`config.mk`:
```
export PLATFORM = sky130hd
export DESIGN_NAME = qrs_div_cell
export DESIGN_NICKNAME = d
export VERILOG_FILES = /design/src/qrs_div_cell.sv
export SDC_FILE = /design/constraint.sdc
export NUM_CORES = 1
export LEC_CHECK = 0
export ABC_AREA = 1
export BUFFER_PORTS_ARGS = -buffer_cell sky130_fd_sc_hd__clkbuf_2
export CORE_ASPECT_RATIO = 0.5
export CORE_MARGIN = 3
export CORE_UTILIZATION = 51
export DETAILED_ROUTE_END_ITERATION = 10
export GPL_ROUTABILITY_DRIVEN = 0
export PLACE_DENSITY = 0.91
export SLEW_MARGIN = 20
export SYNTH_ARGS = -nofsm -noshare
export SYNTH_HDL_FRONTEND = slang
export SYNTH_SLANG_ARGS = --single-unit
```
`constraint.sdc`:
```
create_clock -name clk -period 2.6 [get_ports clk]
set_clock_uncertainty 0.1 [all_clocks]
set_input_delay 0.39 -clock clk [delete_from_list [all_inputs] [get_ports clk]]
set_output_delay 0.39 -clock clk [all_outputs]
set_load 0.005 [all_outputs]
```
`src/qrs_div_cell.sv`:
```
// One step of a restoring divider chain: settles one quotient bit per cell.
// Depends on nothing; instantiated in rows by the top level.
`timescale 1ns / 1ps
`default_nettype none

module qrs_div_cell #(
  parameter int NW   = 50,
  parameter int DENW = 33,
  parameter int SW   = 3
) (
  input  wire logic            clk,
  input  wire logic            rst,
  input  wire logic            en,
  input  wire logic            v_in,
  input  wire logic [NW-1:0]   nq_in,
  input  wire logic [DENW-1:0] rem_in,
  input  wire logic [DENW-1:0] den_in,
  input  wire logic [SW-1:0]   side_in,
  output logic                 v_out,
  output logic [NW-1:0]        nq_out,
  output logic [DENW-1:0]      rem_out,
  output logic [DENW-1:0]      den_out,
  output logic [SW-1:0]        side_out
);

  logic [DENW:0] rem_sh;
  logic [DENW:0] rem_sub;
  logic          ge;

  // numerator bits leave at the top, quotient bits enter at the bottom
  always_comb begin
    rem_sh  = {rem_in, nq_in[NW-1]};
    ge      = (rem_sh >= {1'b0, den_in});
    rem_sub = rem_sh - {1'b0, den_in};
  end

  always_ff @(posedge clk) begin
    if (rst) begin
      v_out <= 1'b0;
    end else if (en) begin
      v_out <= v_in;
    end
  end

  always_ff @(posedge clk) begin
    if (en) begin
      nq_out   <= {nq_in[NW-2:0], ge};
      rem_out  <= ge ? rem_sub[DENW-1:0] : rem_sh[DENW-1:0];
      den_out  <= den_in;
      side_out <= side_in;
    end
  end

endmodule

`default_nettype wire

```
### Yosys cells after proc, flatten, opt, wreduce, memory -nomap -nowiden

Cells that the tools add are included.

| storage, ports and cells | value |
|---|---|
| register bits | 120 |
| logic and storage cells | 8 |
| output and inout port bits | 120 |
| bits of input ports | 123 |

| operators by class | value |
|---|---|
| multiplexer cells | 1 |
| order comparisons | 1 |
| $add $sub $neg | 1 |

Operator list:

| cell | count |
|---|---|
| $ge 34x33->1 | 1 |
| $mux 33 | 1 |
| $sub 33x33->33 | 1 |

### Depth between registers and ports, before layout

Gate-level depths: netlist (run 1).

| depth | value |
|---|---|
| depth in word-level cells | 2 |
| depth in mapped cells | 15 |
| depth with buffers taken out | 15 |

### Worst setup path after synthesis (run 1)

OpenSTA, ideal clock, no wires.

| timing path | value |
|---|---|
| path type | input port to flip-flop |
| start point | input nq_in[49] |
| end point | register rem_out[25], data pin |
| path buffers | 1 |
| required time | 2.248 ns |
| stages | 13 |
| library setup time | 0.252 ns |
| path slack | 0.460 ns |
| data arrival time | 1.788 ns |
| cell sequence | inv_1 ha_1 inv_1 fa_1 nand3_1 nand3_2 nand2_1 nand2_2 nand2_4 nand2_8 buf_12 nand3_2 nand2_1 |

| between the ends | value |
|---|---|
| word-level cells in the longest chain between the ends | 2 |
| elaborated cells between the ends (all ways) | 3 |
| classes of those cells | add/sub (1); order compare (1); mux (1) |

RTL lines:

| what | line | RTL |
|---|---|---|
| start: declaration | 15 | `input wire logic [NW-1:0] nq_in,` |
| $sub 33x33->33 or $ge 34x33->1 (tied branches) | 34, 33 |  |
| $mux 33 * | 48 | `rem_out <= ge ? rem_sub[DENW-1:0] : rem_sh[DENW-1:0];` |
| end signal: assignment | 48 |  |
| end: declaration | 21 | `output logic [DENW-1:0] rem_out,` |

Mark *: on every way between the ends. The rest lies on a longest branch, timed or not.
A chain may end at the register's enable or synchronous reset.

### Worst setup path in the final report (run 1)

| timing path | value |
|---|---|
| start point | input rem_in[26] |
| end point | register rem_out[17], data pin |

| between the ends | value |
|---|---|
| word-level cells in the longest chain between the ends | 2 |

RTL lines:

| what | line | RTL |
|---|---|---|
| start: declaration | 16 | `input wire logic [DENW-1:0] rem_in,` |
| $ge 34x33->1 | 33 | `ge = (rem_sh >= {1'b0, den_in});` |
| $mux 33 | 48 |  |

Every way passes these cells.

==> impl_metrics.env, run 1 <==
export IMPL_startpoint_type="input pin"
export IMPL_crit_chain="clkbuf_2, ha_1, nand2_1, nand2_1, nand2_1, nand3_1, a21oi_1, nand2_2, nor2_4, nand2_8, nand3_1, nand2_1"
export IMPL_die_area_mm2=0.0151
export IMPL_viasPerCell=5.24
export IMPL_yosysSeqAreaShare_pct=51.9
export IMPL_cts_tree="built"
export IMPL_yosys_top_cells_area="edfxtp_1 52%, nand2_1 16%, inv_1 8.4%, ha_1 6.0%, nand3_1 3.9%"
export IMPL_grt_max_degree=49
export IMPL_post_place_cells=1217
export IMPL_synth_top_cell_area_share_pct=51.6
export IMPL_p_per_area_mw_per_mm2=666
export IMPL_slowest_delay_ps=400
export IMPL_synth_edff_count=119
export IMPL_holdCritStartpoint="rst"
export IMPL_r2r_slack_ps=1900
export IMPL_setup_tns_ps=0
export IMPL_fin_cells=1249
export IMPL_ys_warnings_count=0
export IMPL_root_buffer="clkbuf_16"
export IMPL_syn_inst=801
export IMPL_synthTopCellsByCount="288 x nand2_1, 155 x inv_1, 119 x edfxtp_1"
export IMPL_initial_core_util_pct=53.5
export IMPL_synth_avg_cell_area_um2=8.64
export IMPL_min_period_ps=2360
export IMPL_finalCritPeriodShare_pct=90.8
export IMPL_drt_drc_violations_left=0
export IMPL_finalSetupViolCount=0
export IMPL_startpoint="rem_in[26]"
export IMPL_hold_violations=0
export IMPL_synth_fp_nets=958
export IMPL_fp_dieW_um=171
export IMPL_post_drt_wl_per_cell_um=15.9
export IMPL_post_dp_cell_area_mm2=0.00843
export IMPL_post_dp_hpwl_um=14700
export IMPL_cts_buffers=17
export IMPL_rsz0062_at_grt="false"
export IMPL_cts_hold_fix_buffers=0
export IMPL_cts_resized_gates=0
export IMPL_cp_data_required_time_ps=2670
export IMPL_n_antenna_cell=0
export IMPL_synth_most_common_cell="nand2_1"
export IMPL_die_h_um=88.4
export IMPL_synth_top_cell_by_area="edfxtp_1"
export IMPL_cp_end_kind="flip-flop"
export IMPL_drive_above_1_share_pct=30.2
export IMPL_cp_slowest_cell="nor2_4"
export IMPL_clkTransAtPathRegs_ps=60
export IMPL_drv_slew=0
export IMPL_clkSinkCount=120
export IMPL_critPathArrivalTime_ps=2430
export IMPL_wirelength_um=19800
export IMPL_cts_buffer_depth=2
export IMPL_cts_htree_levels=4
export IMPL_drtPass1Iterations=5
export IMPL_syn_area_mm2=0.00692
export IMPL_leakagePower_nw=4.81
export IMPL_r2r_start="v_out$_SDFFE_PP0P_"
export IMPL_synthArstFlopShare_pct=0
export IMPL_ant_nets=0
export IMPL_path_buf_inv=1
export IMPL_critPathKind="in2reg"
export IMPL_maxCapViolations=0
export IMPL_grtUsageTotal_pct=25.8
export IMPL_ys_seq_elements=120
export IMPL_io_buffers=242
export IMPL_slew_headroom_pct=67.0
export IMPL_cpLargestDelayFamily="simple AND/OR/NAND/NOR gates"
export IMPL_crit_path_max_fanout=35
export IMPL_design_area_mm2=0.00902
export IMPL_final_util_pct=69.6
export IMPL_ys_types=31
export IMPL_grt_overflow_total=0
export IMPL_status="completed"
export IMPL_fmax_mhz=423
export IMPL_num_vias=6545
export IMPL_worst_path_most_repeated_cell="nand2_1"
export IMPL_area_growth_pct=30.2
export IMPL_max_vdd_ir_drop_mv=0.403
export IMPL_antenna_found_initial=0
export IMPL_hold_class="in2reg"
export IMPL_rows=29
export IMPL_drt_iter0_drc=719
export IMPL_core_mm2=0.0130
export IMPL_fillers=940
export IMPL_first_global_vias=6289
export IMPL_ys_flop_type="edfxtp_1"
export IMPL_ioPinCount=243
export IMPL_grt_pass1_wl_um=30500
export IMPL_post_cts_setup_buffers=0
export IMPL_nNetsFinal=1223
export IMPL_worst_pin_slew_ps=493
export IMPL_clk_latency_ps=410
==> placed cells by master, fill, tap and decap left out, types with 13 or more instances in the layout <==
cell type and count:
nand2_1 288, clkbuf_2 241, inv_1 155, edfxtp_1 119, nand3_1 54, nor2_1 36
ha_1 33, a21oi_1 21, clkbuf_16 17, nand3_2 15, xor2_1 13
==> per-layer routing <==
metal / part of all wire (%) / global-route usage, % / vias up
li1: - / - / 3074
met1: 39 / 31.5 / 2975
met2: 48 / 45.0 / 427
met3: 11 / 6.83 / 69
met4: 2.5 / 9.12 / 0
met5: 0 / 0 / -
==> flip-flops by register name (all words and copies together) (netlist names) <==
register and count:
rem_out 33, nq_out 50, v_out 1, den_out 33
side_out 3
==> power breakdown <==
part / internal [W] / switching (W) / total (W)
Sequential: 0.00236 / 0.0000518 / 0.00241
Clock: 0.00144 / 0.000970 / 0.00241
Combinational: 0.000462 / 0.000726 / 0.00119
Total: 0.00426 / 0.00175 / 0.00601
==> cells by family (layout without fill, tap and decap cells) <==
| group | after synthesis | after routing | share of synthesized area [%] |
|---|---|---|---|
| buffers and inverters | 169 | 447 | 9.72 |
| xor gates and xnor gates | 14 | 14 | 1.77 |
| DFF | 120 | 120 | 51.9 |
| and+or+nand+nor | 439 | 439 | 28.4 |
| muxes | 1 | 1 | 0.145 |
| AOI/OAI and AO/OA | 24 | 24 | 1.81 |
| adders and majority gates | 34 | 34 | 6.25 |
==> final timing paths <==
kind / end / cells past startpoint
worst max-delay path: rem_out[17]$_DFFE_PP_ / 12
worst min-delay path: v_out$_SDFFE_PP0P_ / 2
worst max register to register: v_out$_SDFFE_PP0P_ / 2
worst min register to register: v_out$_SDFFE_PP0P_ / 2
==> area by class of cell <==
class	count	area, um2	share of cell area (%)
Sequential cell	120	3590	39.8
Inverter	160	601	6.66
Clock inverter	14	164	1.82
Clock buffer	18	429	4.76
Multi-Input combinational cell	512	2660	29.5
Timing Repair Buffer	255	1360	15.1
Tap cell	170	213	2.36
==> stage by stage <==
step           hold WS (ps)  setup WS [ps]  power [W]
3_3_place_gp            377          -35.9    0.00355
5_1_grt                25.5           67.8    0.00627
3_5_place_dp            433           -128    0.00360
6_report               40.6            238    0.00601
2_1_floorplan           362            460    0.00308
4_1_cts                31.7            300    0.00601
No activity file was read; power rests on OpenSTA's default activity.
==> run 2, diff against run 1 <==
==> constraint.sdc (replaced) <==
create_clock -name clk -period 2.6 [get_ports clk]
set_clock_uncertainty 0.1 [all_clocks]
set_input_delay 0.26 -clock clk [delete_from_list [all_inputs] [get_ports clk]]
set_output_delay 0.26 -clock clk [all_outputs]
set_load 0.005 [all_outputs]
==> run 2 against run 1 <==
The flow now finishes with violations (design-rule violations). Clock power about the same. Wire length up 13%. First-iteration DRC count up 19%. Hold slack worse by 4.7 ps. Utilization is 6.5 points higher. Worst setup slack lost 19 ps. Final cell count up 7.0%. Via count is 8.6% higher. Global-route usage rose by 3.2 points. Non-clock buffer count rose by 85. Final area rose by 9.3%. Highest routed layer unchanged.
==> impl_metrics.env, run 2 (synthesis results as in run 1) <==
export IMPL_status="finished with violations"
export IMPL_violations="design-rule violations"
export IMPL_die_area_mm2=0.0151
export IMPL_finalSetupViolCount=0
export IMPL_critPathKind="in2reg"
export IMPL_nNetsFinal=1309
export IMPL_drive_above_1_share_pct=28.0
export IMPL_post_drt_wl_per_cell_um=16.8
export IMPL_crit_path_max_fanout=35
export IMPL_viasPerCell=5.32
export IMPL_critPathArrivalTime_ps=2430
export IMPL_cts_tree="built"
export IMPL_cts_htree_levels=4
export IMPL_hold_class="in2reg"
export IMPL_grtUsageTotal_pct=29.0
export IMPL_drv_slew=0
export IMPL_final_util_pct=76.1
export IMPL_num_vias=7107
export IMPL_area_growth_pct=42.3
export IMPL_wl_met2_um=10700
export IMPL_drtPass1Iterations=11
export IMPL_final_cell_mix="288 x nand2_1, 241 x clkbuf_2, 155 x inv_1"
export IMPL_core_mm2=0.0130
export IMPL_cp_end_kind="flip-flop"
export IMPL_p_per_area_mw_per_mm2=622
export IMPL_cts_buffer_depth=2
export IMPL_holdWs_ps=35.8
export IMPL_hold_violations=0
export IMPL_slowest_delay_ps=440
export IMPL_clkTransAtPathRegs_ps=50
export IMPL_top_register="nq_out"
export IMPL_wl_met3_um=2530
export IMPL_finalCritPeriodShare_pct=91.6
export IMPL_initial_core_util_pct=53.5
export IMPL_post_dp_hpwl_um=14700
export IMPL_max_vdd_ir_drop_mv=0.347
export IMPL_grt_overflow_total=0
export IMPL_cp_slowest_cell="nor2_4"
export IMPL_leakagePower_nw=5.16
export IMPL_antenna_found_initial=1
export IMPL_drt_drc_violations_left=37
export IMPL_clk_latency_ps=410
export IMPL_wirelength_um=22400
export IMPL_grt_pass1_wl_um=34500
export IMPL_worst_path_most_repeated_cell="nand2_1"
export IMPL_root_buffer="clkbuf_16"
export IMPL_cts_buffers=17
export IMPL_startpoint_type="input pin"
export IMPL_drt_iter0_drc=856
export IMPL_fmax_mhz=420
export IMPL_fp_dieW_um=171
export IMPL_post_cts_setup_buffers=0
export IMPL_slew_headroom_pct=53.4
export IMPL_worst_pin_slew_ps=698
export IMPL_die_h_um=88.4
export IMPL_ioPinCount=243
export IMPL_rows=29
export IMPL_ant_nets=0
export IMPL_rsz0062_at_grt="false"
export IMPL_clkSinkCount=120
export IMPL_grt_max_degree=47
export IMPL_crit_chain="clkbuf_2, inv_1, ha_1, nand2_1, inv_1, nand2_1, nand2_1, nand2_1, a21oi_1, nor2_4, nand2_8, nand2_1, nand2_1"
export IMPL_io_buffers=242
export IMPL_maxCapViolations=0
export IMPL_cp_data_required_time_ps=2650
export IMPL_drt_met1_wl_um=8190
export IMPL_top_regs="nq_out x50, den_out x33, rem_out x33"
export IMPL_maxUsedRoutingLayer="met4"
export IMPL_first_global_vias=7095
export IMPL_min_period_ps=2380
export IMPL_largest_reg_flops=50
export IMPL_final_common_cell="nand2_1"
==> run 2: power by group <==
part	switching [W]	leakage, nW	internal, W	total (W)
Combinational	0.000773	3.70	0.000541	0.00131
Clock	0.000956	0.283	0.00144	0.00240
Sequential	0.0000577	1.17	0.00236	0.00242
==> run 2: path summary, 6_finish.rpt <==
kind	startpoint	to	slack (ps)	cells past startpoint
setup / recovery	den_in[21]	rem_out[13]$_DFFE_PP_	220	13
hold / removal	v_in	v_out$_SDFFE_PP0P_	40	3
setup reg to reg	v_out$_SDFFE_PP0P_	v_out$_SDFFE_PP0P_	1890	2
hold reg to reg	v_out$_SDFFE_PP0P_	v_out$_SDFFE_PP0P_	450	2
==> run 2: final cells by class <==
class,instances,area [um2]
Sequential cell,120,3590
Fill cell,815,3100
Multi-Input combinational cell,513,2660
Timing Repair Buffer,340,2190
Inverter,160,601
Clock buffer,18,429
Tap cell,170,213
Clock inverter,14,163
Antenna cell,1,2.50
==> run 2: worst max-delay path: cells and delay by family <==
kind | cells | cell delay, ps
compound gates | 1 | 140
simple gates | 8 | 1430
fa+ha+maj | 1 | 330
buf+inv | 3 | 250
==> run 2: what timing repair did <==
action,in CTS,in global routing
hold buffers,86,0
gates resized for setup,0,0
setup endpoints to repair,0,33
hold endpoints to repair,86,0
==> run 2: through the flow <==
step	setup TNS [ps]	area [um2]	power [W]	cells	setup slack, ps
2_1_floorplan	0	6920	0.00308	801	590
3_3_place_gp	-2750	8390	0.00354	1216	-107
3_5_place_dp	-6040	8390	0.00359	1216	-213
4_1_cts	0	9850	0.00609	1334	204
5_1_grt	0	9850	0.00636	1336	93.2
6_report	0	9850	0.00613	1336	219
==> run 2: per-layer routing <==
layer	up-vias	track usage (%)
li1	3249	-
met1	3166	34.1
met2	557	51.3
met3	135	6.87
met4	0	13.3
met5	-	0
