[src/qrs_sqrt_cell.sv]
// One step of the square root chain: settles one root bit per cell.
// Depends on nothing; instantiated in a row by the top level.
`timescale 1ns / 1ps
`default_nettype none

module qrs_sqrt_cell #(
  parameter int R  = 33,
  parameter int SW = 8
) (
  input  wire logic          clk,
  input  wire logic          rst,
  input  wire logic          en,
  input  wire logic          v_in,
  input  wire logic [2*R-1:0] rad_in,
  input  wire logic [R+2:0]  rem_in,
  input  wire logic [R-1:0]  root_in,
  input  wire logic [SW-1:0] side_in,
  output logic               v_out,
  output logic [2*R-1:0]     rad_out,
  output logic [R+2:0]       rem_out,
  output logic [R-1:0]       root_out,
  output logic [SW-1:0]      side_out
);

  localparam int RMW = R + 3;

  logic [RMW-1:0] rem_sh;
  logic [RMW-1:0] trial;
  logic           ge;

  // bring in the next two radicand bits and try root*4+1
  always_comb begin
    rem_sh = {rem_in[RMW-3:0], rad_in[2*R-1:2*R-2]};
    trial  = RMW'({root_in, 2'b01});
    ge     = (rem_sh >= trial);
  end

  always_ff @(posedge clk) begin
    if (rst) begin
      v_out <= 1'b0;
    end else if (en) begin
      v_out <= v_in;
    end
  end

  always_ff @(posedge clk) begin
    if (en) begin
      rad_out  <= {rad_in[2*R-3:0], 2'b00};
      rem_out  <= ge ? (rem_sh - trial) : rem_sh;
      root_out <= {root_in[R-2:0], ge};
      side_out <= side_in;
    end
  end

endmodule

`default_nettype wire

[config.mk]
export PLATFORM = sky130hd
export DESIGN_NAME = qrs_sqrt_cell
export DESIGN_NICKNAME = d
export VERILOG_FILES = /design/src/qrs_sqrt_cell.sv
export SDC_FILE = /design/constraint.sdc
export NUM_CORES = 1
export LEC_CHECK = 0
export BUFFER_PORTS_ARGS = -buffer_cell sky130_fd_sc_hd__buf_2
export CAP_MARGIN = 20
export CORE_MARGIN = 1.5
export CORE_UTILIZATION = 39
export DETAILED_ROUTE_END_ITERATION = 12
export PLACE_DENSITY = 0.73
export SKIP_LAST_GASP = 1
export SYNTH_ARGS = -nofsm -noshare
export SYNTH_HDL_FRONTEND = slang
export SYNTH_SLANG_ARGS = --single-unit
export TNS_END_PERCENT = 5
[constraint.sdc]
create_clock -name clk -period 3.9 [get_ports clk]
set_input_delay 0.195 -clock clk [delete_from_list [all_inputs] [get_ports clk]]
set_output_delay 0.195 -clock clk [all_outputs]
set_load 0.01 [all_outputs]
## After elaboration in Yosys (flattened, before gate mapping)

Index checks and enable logic that the tools add are counted.

- Register bits: 142
- Bits of input ports: 147
- Output and inout port bits: 144
- Word-level logic and storage cells: 8

- $add $sub $neg: 1
- $lt $le $gt $ge: 1
- Mux-type cells: 1

Operator list:

| kind | number |
|---|---|
| $ge 36x35->1 | 1 |
| $mux 36 | 1 |
| $sub 36x35->36 | 1 |

## Longest topological paths before layout

Gate-level depths: netlist (run 1).

- Depth after elaboration: 2
- Gate-level depth with buffers: 13
- Mapped depth without buffers: 11

## Worst setup path before layout (run 1)

No wires, ideal clock.

- Path type: input port to flip-flop
- From: input root_in[1]
- To: register rem_out[10], data pin
- Data arrival time: 2621 ps
- Required time: 3640 ps
- Path slack: 1019 ps
- Stages on the path: 12
- Path buffers: 1
- Path through: inv_1 > ha_1 > o21a_2 > o311ai_2 > a32oi_2 > a41oi_4 > o211a_4 > o31a_4 > o211a_4 > inv_8 > buf_12 > mux2_4

- Cells in the longest elaborated chain, start to end: 2
- Elaborated cells between the ends (all ways): 3
- Classes of those cells: add/sub (1); order compare (1); mux (1)

Ends and longest elaborated chain:

| what | line | RTL |
|---|---|---|
| from (decl) | 16 | `input wire logic [R-1:0] root_in,` |
| $sub 36x35->36 / $ge 36x35->1 (equally long branches) | 49, 35 |  |
| $mux 36 * | 49 | `rem_out <= ge ? (rem_sh - trial) : rem_sh;` |
| to (signal assigned) | 49 |  |
| to (decl) | 20 | `output logic [R+2:0] rem_out,` |

Mark *: on every way between the ends. The rest lies on a longest branch, timed or not.
A chain may end at the register's enable or synchronous reset.

## Final worst setup path (run 1)

- From: input root_in[1]
- To: register rem_out[6], data pin

The elaborated chain is that of the path after synthesis.

==> results of run 1 <==
Yosys cell counts (3+ instances only):
cell type	count	area (sq um)
inv_1	47	176
and2_1	3	18.8
buf_4	3	22.5
a21o_1	9	67.6
ha_1	35	438
edfxtp_1	141	4230
nand2_1	27	101
mux2i_1	4	40.0
mux2_2	5	56.3
nand4_1	7	43.8
buf_12	3	60.1
xor2_1	13	114
nand3_1	9	45.0
a21oi_1	30	150
and3_1	3	18.8
xnor2_1	18	158
and3_2	3	22.5
o211ai_1	5	37.5
o21bai_1	4	30.0
o21ai_0	18	90.1
nor2_1	16	60.1
mux2_4	26	390
or2_2	3	18.8
nor3_1	7	35.0
o21a_1	6	45.0
where the power goes:
group	leakage [uW]	internal [uW]	switching, uW	total, uW
Clock	0.000273	901	711	1610
Combinational	0.00291	468	468	936
Sequential	0.00139	1860	38.1	1900
metal layers:
| layer | share of wire [%] | vias up | global-route usage, % | wire length (um) |
|---|---|---|---|---|
| met1 | 38 | 2594 | 21.7 | 7400 |
| met3 | 5.6 | 39 | 4.18 | 1080 |
| met5 | 0 | - | 0 | 0 |
| met4 | 3.6 | 0 | 10.5 | 686 |
| met2 | 52 | 189 | 37.3 | 10100 |
| li1 | - | 2648 | - | - |
sequential cells by signal, indices dropped and copies added, names as in the netlist:
register  count
rad_out      64
rem_out      36
root_out     33
side_out      8
v_out         1
per-stage QoR:
step | cell area (sq um) | setup WS (ps) | util, % | hold WS (ps)
3_3_place_gp | 8550 | 553 | 49.3 | 355
3_5_place_dp | 8550 | 533 | 49.3 | 373
5_1_grt | 10200 | 287 | 58.8 | 77.3
2_1_floorplan | 6930 | 1020 | - | 267
6_report | 10200 | 430 | 58.8 | 71.1
4_1_cts | 10200 | 426 | 58.6 | 55.7
layout make-up:
type	count	area share (%)
multi-input cells	293	23.3
clock buffers	18	4.21
well taps	225	2.76
diodes	1	0.0245
repair buffers	393	24.7
flip-flops and latches	142	41.7
inverters	48	1.84
clock inverters	14	1.42
critical path, cell delays in order:
cell and delay (ps):
dlygate4sd3_1 520, buf_2 110, inv_1 40, ha_1 350, o21a_2 160, o311ai_2 130
a32oi_2 350, a41oi_4 230, o211a_4 340, o31a_4 290, o211a_4 270, inv_8 260
mux2_2 370
worst max-delay path by stage:
| stage | startpoint | end | slack (ps) | cells past startpoint |
|---|---|---|---|---|
| 2_1_floorplan | root_in[1] | rem_out[10] | 1020 | 12 |
| 3_3_place_gp | root_in[1] | rem_out[5] | 550 | 12 |
| 3_5_place_dp | root_in[1] | rem_out[2] | 530 | 12 |
| 4_1_cts | root_in[1] | rem_out[2] | 430 | 13 |
| 5_1_grt | root_in[2] | rem_out[5] | 290 | 13 |
| 6_report | root_in[1] | rem_out[6] | 430 | 13 |
cell families after synthesis:
family                     after synthesis
AOI/OAI and AO/OA                       99
buffers and inverters                   59
other                                    1
adders and majority gates               35
xor gates and xnor gates                31
muxes                                   35
DFF                                    142
and+or+nand+nor                         91
==> results.md, run 1 <==
* Result of the run: completed
* Worst R2R Path Depth at 2
* Wirelength per Cell at 17.0 um
* Critical path required time at 4070 ps
* CP Launch Type: input port
* Hold WC Path Type: input port to flip-flop
* Static leakage at 0.00457 uW
* Core ar. at 0.0174 sq mm
* Crit path kind: input port to flip-flop
* Root Driver: clkbuf_16
* Most frequent cells in the layout: buf_2, edfxtp_1, dlygate4sd3_1
* Post-synthesis instance total at 493
* Clock Tree Buf Depth at 2
* Antenna-violating nets left at 0
* Largest family of logic cells by synthesized area: compound AO/OA/AOI/OAI gates
* HPWL after DPL at 13000 um
* Tcrit/Tclk final at 89.0%
* Mux share of post-synthesis cell area at 7.02%
* Compound-Gate Fraction of Synth Area at 10.3%
* CP Capture Type: flip-flop
* Max Fclk at 0.288 GHz
* Final setup violating endpoints at 0
* Final Skew at 0 ps
* Worst-skew pair later-pin latency at 420 ps
* 1st-pass router iterations at 6
* RR Endpoint: v_out
* Most common cell after layout, fill and taps aside: buf_2
* Asr flop ratio synth at 0%
* Num rows at 48
* Nets at 1077
* Slew margin rel. at 62.4%
* Buffers on Ports at 286
* Die height at 136 um
* Final wirelength at 19200 um
* VDD IR max at 0.286 mV
* Initial drt markers at 265
* Initial Utilization at 39.9%
* Mapped Avg Cell Area at 14.1 sq um
* Minimum clock period at 3470 ps
* XOR/XNOR Fraction of Synth Area at 3.92%
* RSZ-0062 raised after global routing: no
* Setup Fix Bufs, Post-CTS at 0
* Initial antenna violation count at 1
* CP Data Arrival Time at 3640 ps
* Seq cells post-synth at 142
* Multi-input logic area at 0.00238 sq mm
* CTS clk-pin slew, worst paths at 60 ps
* Worst r2r src: v_out
* Sequential share of the synthesized area at 61.4%
* CTS tree: done
* Total grt overflow at 0
* Fillers at 1366
* CTS resizes at 0
* Tot Pwr at 4450 uW
* Fin. Hold Viols at 0
* First-pass GRT wire length at 28300 um
* PwrDens at 436 mW/mm^2
* Tot GR Track Use at 20.2%
* Vias in the first global route at 5519
* YS warnings at 0
* Synth Area in Adders at 6.32%
* Max capacitance violation total at 0
* I/O pins at 291
* Slew @ Worst Pin at 563 ps
* Largest net degree at the start of global routing at 126
* Dpl cells at 995
* GPL Wtd Cong at 0.792
* Num Clock Sinks at 142
* Top_reg_cell synth: edfxtp_1
* Worst-path fanout max at 35
* Hold path cells at 3
* Hold Path End: v_out
* Setup slack, reg-to-reg at 3250 ps
* Final Non-Filler Cells at 1134
* Die area at 0.0186 sq mm
* CTS Hold Buffers Added at 105
* Vias at 5470
* Max Slew Vio Count at 0
* DIE WIDTH at 136 um
* Setup TNS at 0 ps
* H-tree level count at 4
* Vias per inst at 4.82
* Worst hold start: v_in
* FF+latch area at 0.00425 sq mm
* CTS Buf Count at 17
* Number of synthesized flops with an enable pin at 141
* DRC at 0
* Synthesis-to-layout area growth at 47.2%
* Ratio of cells with drive above 1 in the final layout at 40.9%
* Simple-Gate Fraction of Synth Area at 6.64%
* Synth Cell Area at 0.00693 sq mm
* Synth cell types at 65
No activity file was read; power rests on OpenSTA's default activity.
==> inputs of run 2 (changes only) <==
--- a/config.mk
+++ b/config.mk
@@ -9,8 +9,9 @@
 export CAP_MARGIN = 20
 export CORE_MARGIN = 1.5
 export CORE_UTILIZATION = 39
+export CTS_CLUSTER_SIZE = 30
 export DETAILED_ROUTE_END_ITERATION = 12
-export PLACE_DENSITY = 0.73
+export PLACE_DENSITY = 0.76
 export SKIP_LAST_GASP = 1
 export SYNTH_ARGS = -nofsm -noshare
 export SYNTH_HDL_FRONTEND = slang
==> constraint.sdc (replaced) <==
create_clock -name clk -period 2.95 [get_ports clk]
set_input_delay 0.1475 -clock clk [delete_from_list [all_inputs] [get_ports clk]]
set_output_delay 0.1475 -clock clk [all_outputs]
set_load 0.01 [all_outputs]
==> results.md, run 2 (same netlist as run 1, synthesis figures left out) <==
* Synthesis-to-layout area growth at 53.4%
* Slew @ Worst Pin at 601 ps (+37.8 ps)
* Die area at 0.0186 sq mm (unchanged)
* Root Driver: clkbuf_16
* Static leakage at 0.00482 uW (+5.4%)
* Crit path max-delay family: buffers and inverters
* CTS Buf Count at 17 (unchanged)
* Largest regs: rad_out: 64 flops, rem_out: 36 flops, root_out: 33 flops
* Hold path cells at 2 (-1)
* Tcrit/Tclk final at 96.0%
* DIE WIDTH at 136 um (unchanged)
* Worst-path fanout max at 13 (-63%)
* HPWL after DPL at 13800 um (+6.1%)
* Initial antenna violation count at 0 (-1)
* First-pass GRT wire length at 29400 um (+4.0%)
* Wirelength per Cell at 17.0 um (+0.34%)
* VDD IR max at 0.387 mV (+35%)
* Vias in the first global route at 5720 (+3.6%)
* Nets at 1120 (+4.0%)
* Final Skew at 0 ps (unchanged)
* Critical path required time at 3130 ps (-940 ps)
* Dpl cells at 1036 (+4.1%)
* Worst path max stage delay at 530 ps (about the same)
* Critical-path cell list: dlygate4sd3_1 > buf_2 > inv_1 > ha_4 > and4_1 > and3_2 > nand2_1 > o211a_4 > o31a_4 > o211a_4 > inv_8 > buf_12 > mux2_4
* CP Data Arrival Time at 3010 ps (-630 ps)
* Num Clock Sinks at 142 (unchanged)
* Fin util at 61.2% (+2.5 points)
* Worst R2R Path Depth at 3 (+1)
* Slew margin rel. at 59.9% (-2.5 points)
* Core ar. at 0.0174 sq mm (unchanged)
* Result of the run: completed
* CP max stage cell: dlygate4sd3_1
* Max capacitance violation total at 0 (unchanged)
* Tot GR Track Use at 21.0% (+0.79 points)
* Total grt overflow at 0 (unchanged)
* Final setup violating endpoints at 0 (unchanged)
* CTS clk-pin slew, worst paths at 70 ps (about the same)
* I/O pins at 291 (unchanged)
* Worst r2r src: v_out
* Largest net degree at the start of global routing at 65 (-48%)
* Worst-skew pair later-pin latency at 420 ps (about the same)
* H-tree level count at 4 (unchanged)
* Minimum clock period at 2830 ps
* Setup slack, reg-to-reg at 1730 ps (-1520 ps)
* Die height at 136 um (unchanged)
* Num rows at 48 (unchanged)
* CTS tree: done
* 1st-pass router iterations at 7 (+1)
* Antenna-violating nets left at 0 (unchanged)
* Crit path kind: input port to flip-flop
* PwrDens at 569 mW/mm^2 (+30%)
* CP Launch Type: input port
* Most common cell after layout, fill and taps aside: buf_2
* Worst hold start: rem_in[26]
* RR Endpoint: v_out
* Initial drt markers at 270 (+1.9%)
* Max Fclk at 0.353 GHz
* Buffers on Ports at 286 (unchanged)
* Hold WC Path Type: input port to flip-flop
* Initial Utilization at 39.9% (unchanged)
* GPL Wtd Cong at 0.796 (+0.43%)
* Ratio of cells with drive above 1 in the final layout at 44.1% (+3.2 points)
* Tot Pwr at 6050 uW (+36%)
* CP most frequent cell: o211a_4
* Biggest register: rad_out
* CP Capture Type: flip-flop
* DRC at 0 (unchanged)
* Hold Path End: rem_out[28]
* Clock Tree Buf Depth at 2 (unchanged)
* Final Non-Filler Cells at 1177 (+3.8%)
* Largest register FFs at 64 (unchanged)
* Vias per inst at 4.91 (+1.7%)
* Fin. Hold Viols at 0 (unchanged)
* Worst Path Buf+Inv at 5 (+1)
* Most frequent cells in the layout: buf_2, edfxtp_1, dlygate4sd3_1
* Max Slew Vio Count at 0 (unchanged)
* RSZ-0062 raised after global routing: no
* Final wirelength at 20000 um (+4.1%)
* Vias at 5775 (+5.6%)
[run 2: cell types whose count changed in the layout (fill, tap and decap cells not counted), moves of 2 or more]
cell | before | now
ha_4 | 0 | 2
ha_1 | 35 | 33
a21oi_1 | 30 | 28
buf_12 | 0 | 4
a21oi_2 | 0 | 2
clkinvlp_4 | 3 | 0
inv_6 | 6 | 3
inv_8 | 3 | 7
buf_4 | 1 | 40
[run 2: area by class of cell]
cell class / count / area (sq um)
fill: 1294 / 6730
timing repair buffer: 436 / 2880
sequential: 142 / 4250
tap: 225 / 282
inverter: 48 / 188
multi-input combinational: 293 / 2430
antenna: 1 / 2.50
clock buffer: 17 / 425
clock inverter: 15 / 171
[run 2: metrics by stage]
step	area, sq um	hold slack [ps]	setup TNS, ps	setup WS, ps
3_5_place_dp	8910	309	-140	-13.4
5_1_grt	10600	33.2	0	3.42
3_3_place_gp	8910	306	0	6.44
2_1_floorplan	6930	220	0	116
6_report	10600	40.3	0	118
4_1_cts	10600	28.4	0	16.7
[run 2: worst max path at each step]
stage / cells after the start / from / to / slack [ps]
finish: 13 / root_in[11] / rem_out[14] / 120
global route: 13 / root_in[14] / rem_out[21] / 3
CTS: 13 / root_in[11] / rem_out[22] / 20
detailed placement: 13 / root_in[1] / rem_out[20] / -10
global placement: 13 / root_in[0] / rem_out[19] / 6
floorplan: 12 / root_in[1] / rem_out[10] / 120
[run 2: routing by layer]
layer | part of all wire [%] | GRT usage [%]
met1 | 38 | 22.2
met2 | 53 | 39.0
met3 | 5.3 | 4.51
met4 | 3.8 | 10.9
met5 | 0 | 0
[run 2: timing repair]
| item | CTS | global route |
|---|---|---|
| setup endpoints to repair | 0 | 31 |
| endpoints found under the hold margin | 105 | 0 |
| hold buffers | 106 | 0 |
| buffers inserted | 0 | 2 |
| gates resized for setup | 0 | 8 |
[run 2: power breakdown]
group	internal, uW	switching [uW]	total [uW]	leakage (uW)
clock	1210	969	2180	0.000297
combinational	695	658	1350	0.00314
sequential	2460	51.3	2510	0.00139
==> inputs of run 3 (changes only) <==
--- a/config.mk
+++ b/config.mk
@@ -8,10 +8,10 @@
 export BUFFER_PORTS_ARGS = -buffer_cell sky130_fd_sc_hd__buf_2
 export CAP_MARGIN = 20
 export CORE_MARGIN = 1.5
-export CORE_UTILIZATION = 39
+export CORE_UTILIZATION = 44
 export CTS_CLUSTER_SIZE = 30
 export DETAILED_ROUTE_END_ITERATION = 12
-export PLACE_DENSITY = 0.76
+export PLACE_DENSITY = 0.83
 export SKIP_LAST_GASP = 1
 export SYNTH_ARGS = -nofsm -noshare
 export SYNTH_HDL_FRONTEND = slang
==> results.md, run 3 (same netlist as run 1, synthesis figures left out) <==
* Result of the run: complete, but fails checks
* Failing checks: negative setup slack
* DIE WIDTH at 129 um (-5.7%)
* Ratio of cells with drive above 1 in the final layout at 43.2% (-0.87 points)
* Total grt overflow at 0 (unchanged)
* Largest register FFs at 64 (unchanged)
* Wirelength per Cell at 18.1 um (+6.2%)
* Final Skew at 0 ps (unchanged)
* CP Data Arrival Time at 3240 ps (+230 ps)
* Initial Utilization at 45.3% (+5.3 points)
* Worst r2r src: v_out
* Most frequent cells in the layout: buf_2, edfxtp_1, dlygate4sd3_1
* Biggest register: rad_out
* Worst-path fanout max at 5 (-8)
* I/O pins at 291 (unchanged)
* Tot GR Track Use at 24.8% (+3.8 points)
* Minimum clock period at 2970 ps (+140 ps)
* CTS tree: done
* Critical path required time at 3210 ps (+80 ps)
* First-pass GRT wire length at 30700 um (+4.5%)
* Hold WC Path Type: input port to flip-flop
* Fin. Hold Viols at 0 (unchanged)
* Setup slack, reg-to-reg at 1760 ps (+30 ps)
* Die area at 0.0165 sq mm (-11%)
* RR Endpoint: v_out
* CTS clk-pin slew, worst paths at 60 ps (about the same)
* Dpl cells at 1020 (-1.5%)
* Vias in the first global route at 5831 (+1.9%)
* Tot Pwr at 5990 uW (-0.92%)
* Largest regs: rad_out: 64 flops, rem_out: 36 flops, root_out: 33 flops
* Max Slew Vio Count at 0 (unchanged)
* Most common cell after layout, fill and taps aside: buf_2
* Largest net degree at the start of global routing at 74 (+14%)
* Setup Fix Bufs, Post-CTS at 0 (unchanged)
* Max capacitance violation total at 0 (unchanged)
* Final wirelength at 21000 um (+4.5%)
* Initial antenna violation count at 1 (+1)
* VDD IR max at 0.362 mV (-6.6%)
* DRC at 0 (unchanged)
* Initial drt markers at 295 (+9.3%)
* Core ar. at 0.0153 sq mm (-12%)
* Static leakage at 0.00477 uW (-0.99%)
* Die height at 129 um (-5.7%)
* Synthesis-to-layout area growth at 51.5%
* Nets at 1116 (-0.36%)
* H-tree level count at 4 (unchanged)
* Vias at 5866 (+1.6%)
* Worst R2R Path Depth at 3 (unchanged)
* CP max stage cell: o31ai_2
* Num Clock Sinks at 142 (unchanged)
* Max Fclk at 0.337 GHz (-4.7%)
* 1st-pass router iterations at 4 (-3)
* Antenna-violating nets left at 0 (unchanged)
* Buffers on Ports at 286 (unchanged)
* Final setup violating endpoints at 3 (+3)
* Tcrit/Tclk final at 101% (+4.7 points)
* Worst-skew pair later-pin latency at 420 ps (about the same)
* Fillers at 1057 (-18%)
* Slew margin rel. at 55.4% (-4.5 points)
* Critical-path cell list: dlygate4sd3_1 > buf_2 > inv_1 > ha_1 > a21oi_1 > o21ai_0 > o31ai_2 > a2bb2oi_1 > buf_4 > a21oi_1 > a311o_1 > or2_0 > o21ai_0
* CTS Buf Count at 17 (unchanged)
* HPWL after DPL at 13400 um (-2.4%)
* CP Capture Type: flip-flop
* CP startpoint: root_in[6]
* Final Non-Filler Cells at 1159 (-1.5%)
* Root Driver: clkbuf_16
* Vias per inst at 5.06 (+3.2%)
* GPL Wtd Cong at 0.814 (+2.3%)
* Crit path kind: input port to flip-flop
* Slew @ Worst Pin at 669 ps (+67.8 ps)
* Num rows at 45 (-6.3%)
* Final WS setup at -21.2 ps (-140 ps)
* Worst slack at placement at -19.9 ps (-6.54 ps)
* RSZ-0062 raised after global routing: yes
* Critical Path End: rem_out[35]
* Worst path max stage delay at 560 ps (+30 ps)
* CP Launch Type: input port
* PwrDens at 571 mW/mm^2 (+0.29%)
* Clock Tree Buf Depth at 2 (unchanged)
[run 3: how the worst min path moves through the flow]
stage	startpoint	end	depth (start not counted)
floorplan	rst	v_out	1
global placement	rst	v_out	2
detailed placement	rst	v_out	2
CTS	rem_in[33]	rem_out[35]	3
global route	rem_in[33]	rem_out[35]	3
finish	rem_in[32]	rem_out[34]	2
[run 3: timing repair]
action	CTS	global route
setup endpoints to repair	0	29
hold endpoints to repair	105	0
gates resized for setup	0	0
hold buffers	106	0
[run 3: through the flow]
step | util (%) | TNS, ps | area [sq um] | hold slack, ps
after global placement | 57.9 | 0 | 8860 | 310
after detailed placement | 57.9 | -225 | 8860 | 307
after floorplan | - | 0 | 6930 | 220
final | 68.6 | -31.5 | 10500 | 54.4
after CTS | 68.6 | 0 | 10500 | 33.6
after global routing | 68.6 | -2530 | 10500 | 34.0
[run 3: where the power goes]
part,leakage (uW),switching [uW],internal [uW]
clock,0.000277,933,1190
combinational,0.00311,663,680
sequential,0.00139,58.8,2460
[run 3: final cells by class]
cell class	count	area [sq um]	area share, %
multi-input combinational	293	2380	22.7
timing repair buffer	432	2840	27.0
inverter	48	188	1.79
clock buffer	18	429	4.09
tap	211	264	2.51
sequential	142	4250	40.5
antenna	1	2.50	0.0238
clock inverter	14	146	1.39
[run 3: critical path: cells and delay by family]
family	cells	cell delay [ps]
AO/OA/AOI/OAI	7	1750
buffers and inverters	4	820
adder cells (fa/ha/maj)	1	320
AND/OR/NAND/NOR	1	200
[run 3: routing by layer]
layer | track usage, % | vias to the layer above | routed length, um
met5 | 0 | - | 0
li1 | - | 2732 | -
met2 | 46.9 | 267 | 11400
met1 | 26.0 | 2823 | 7610
met3 | 6.36 | 44 | 1350
met4 | 11.0 | 0 | 646
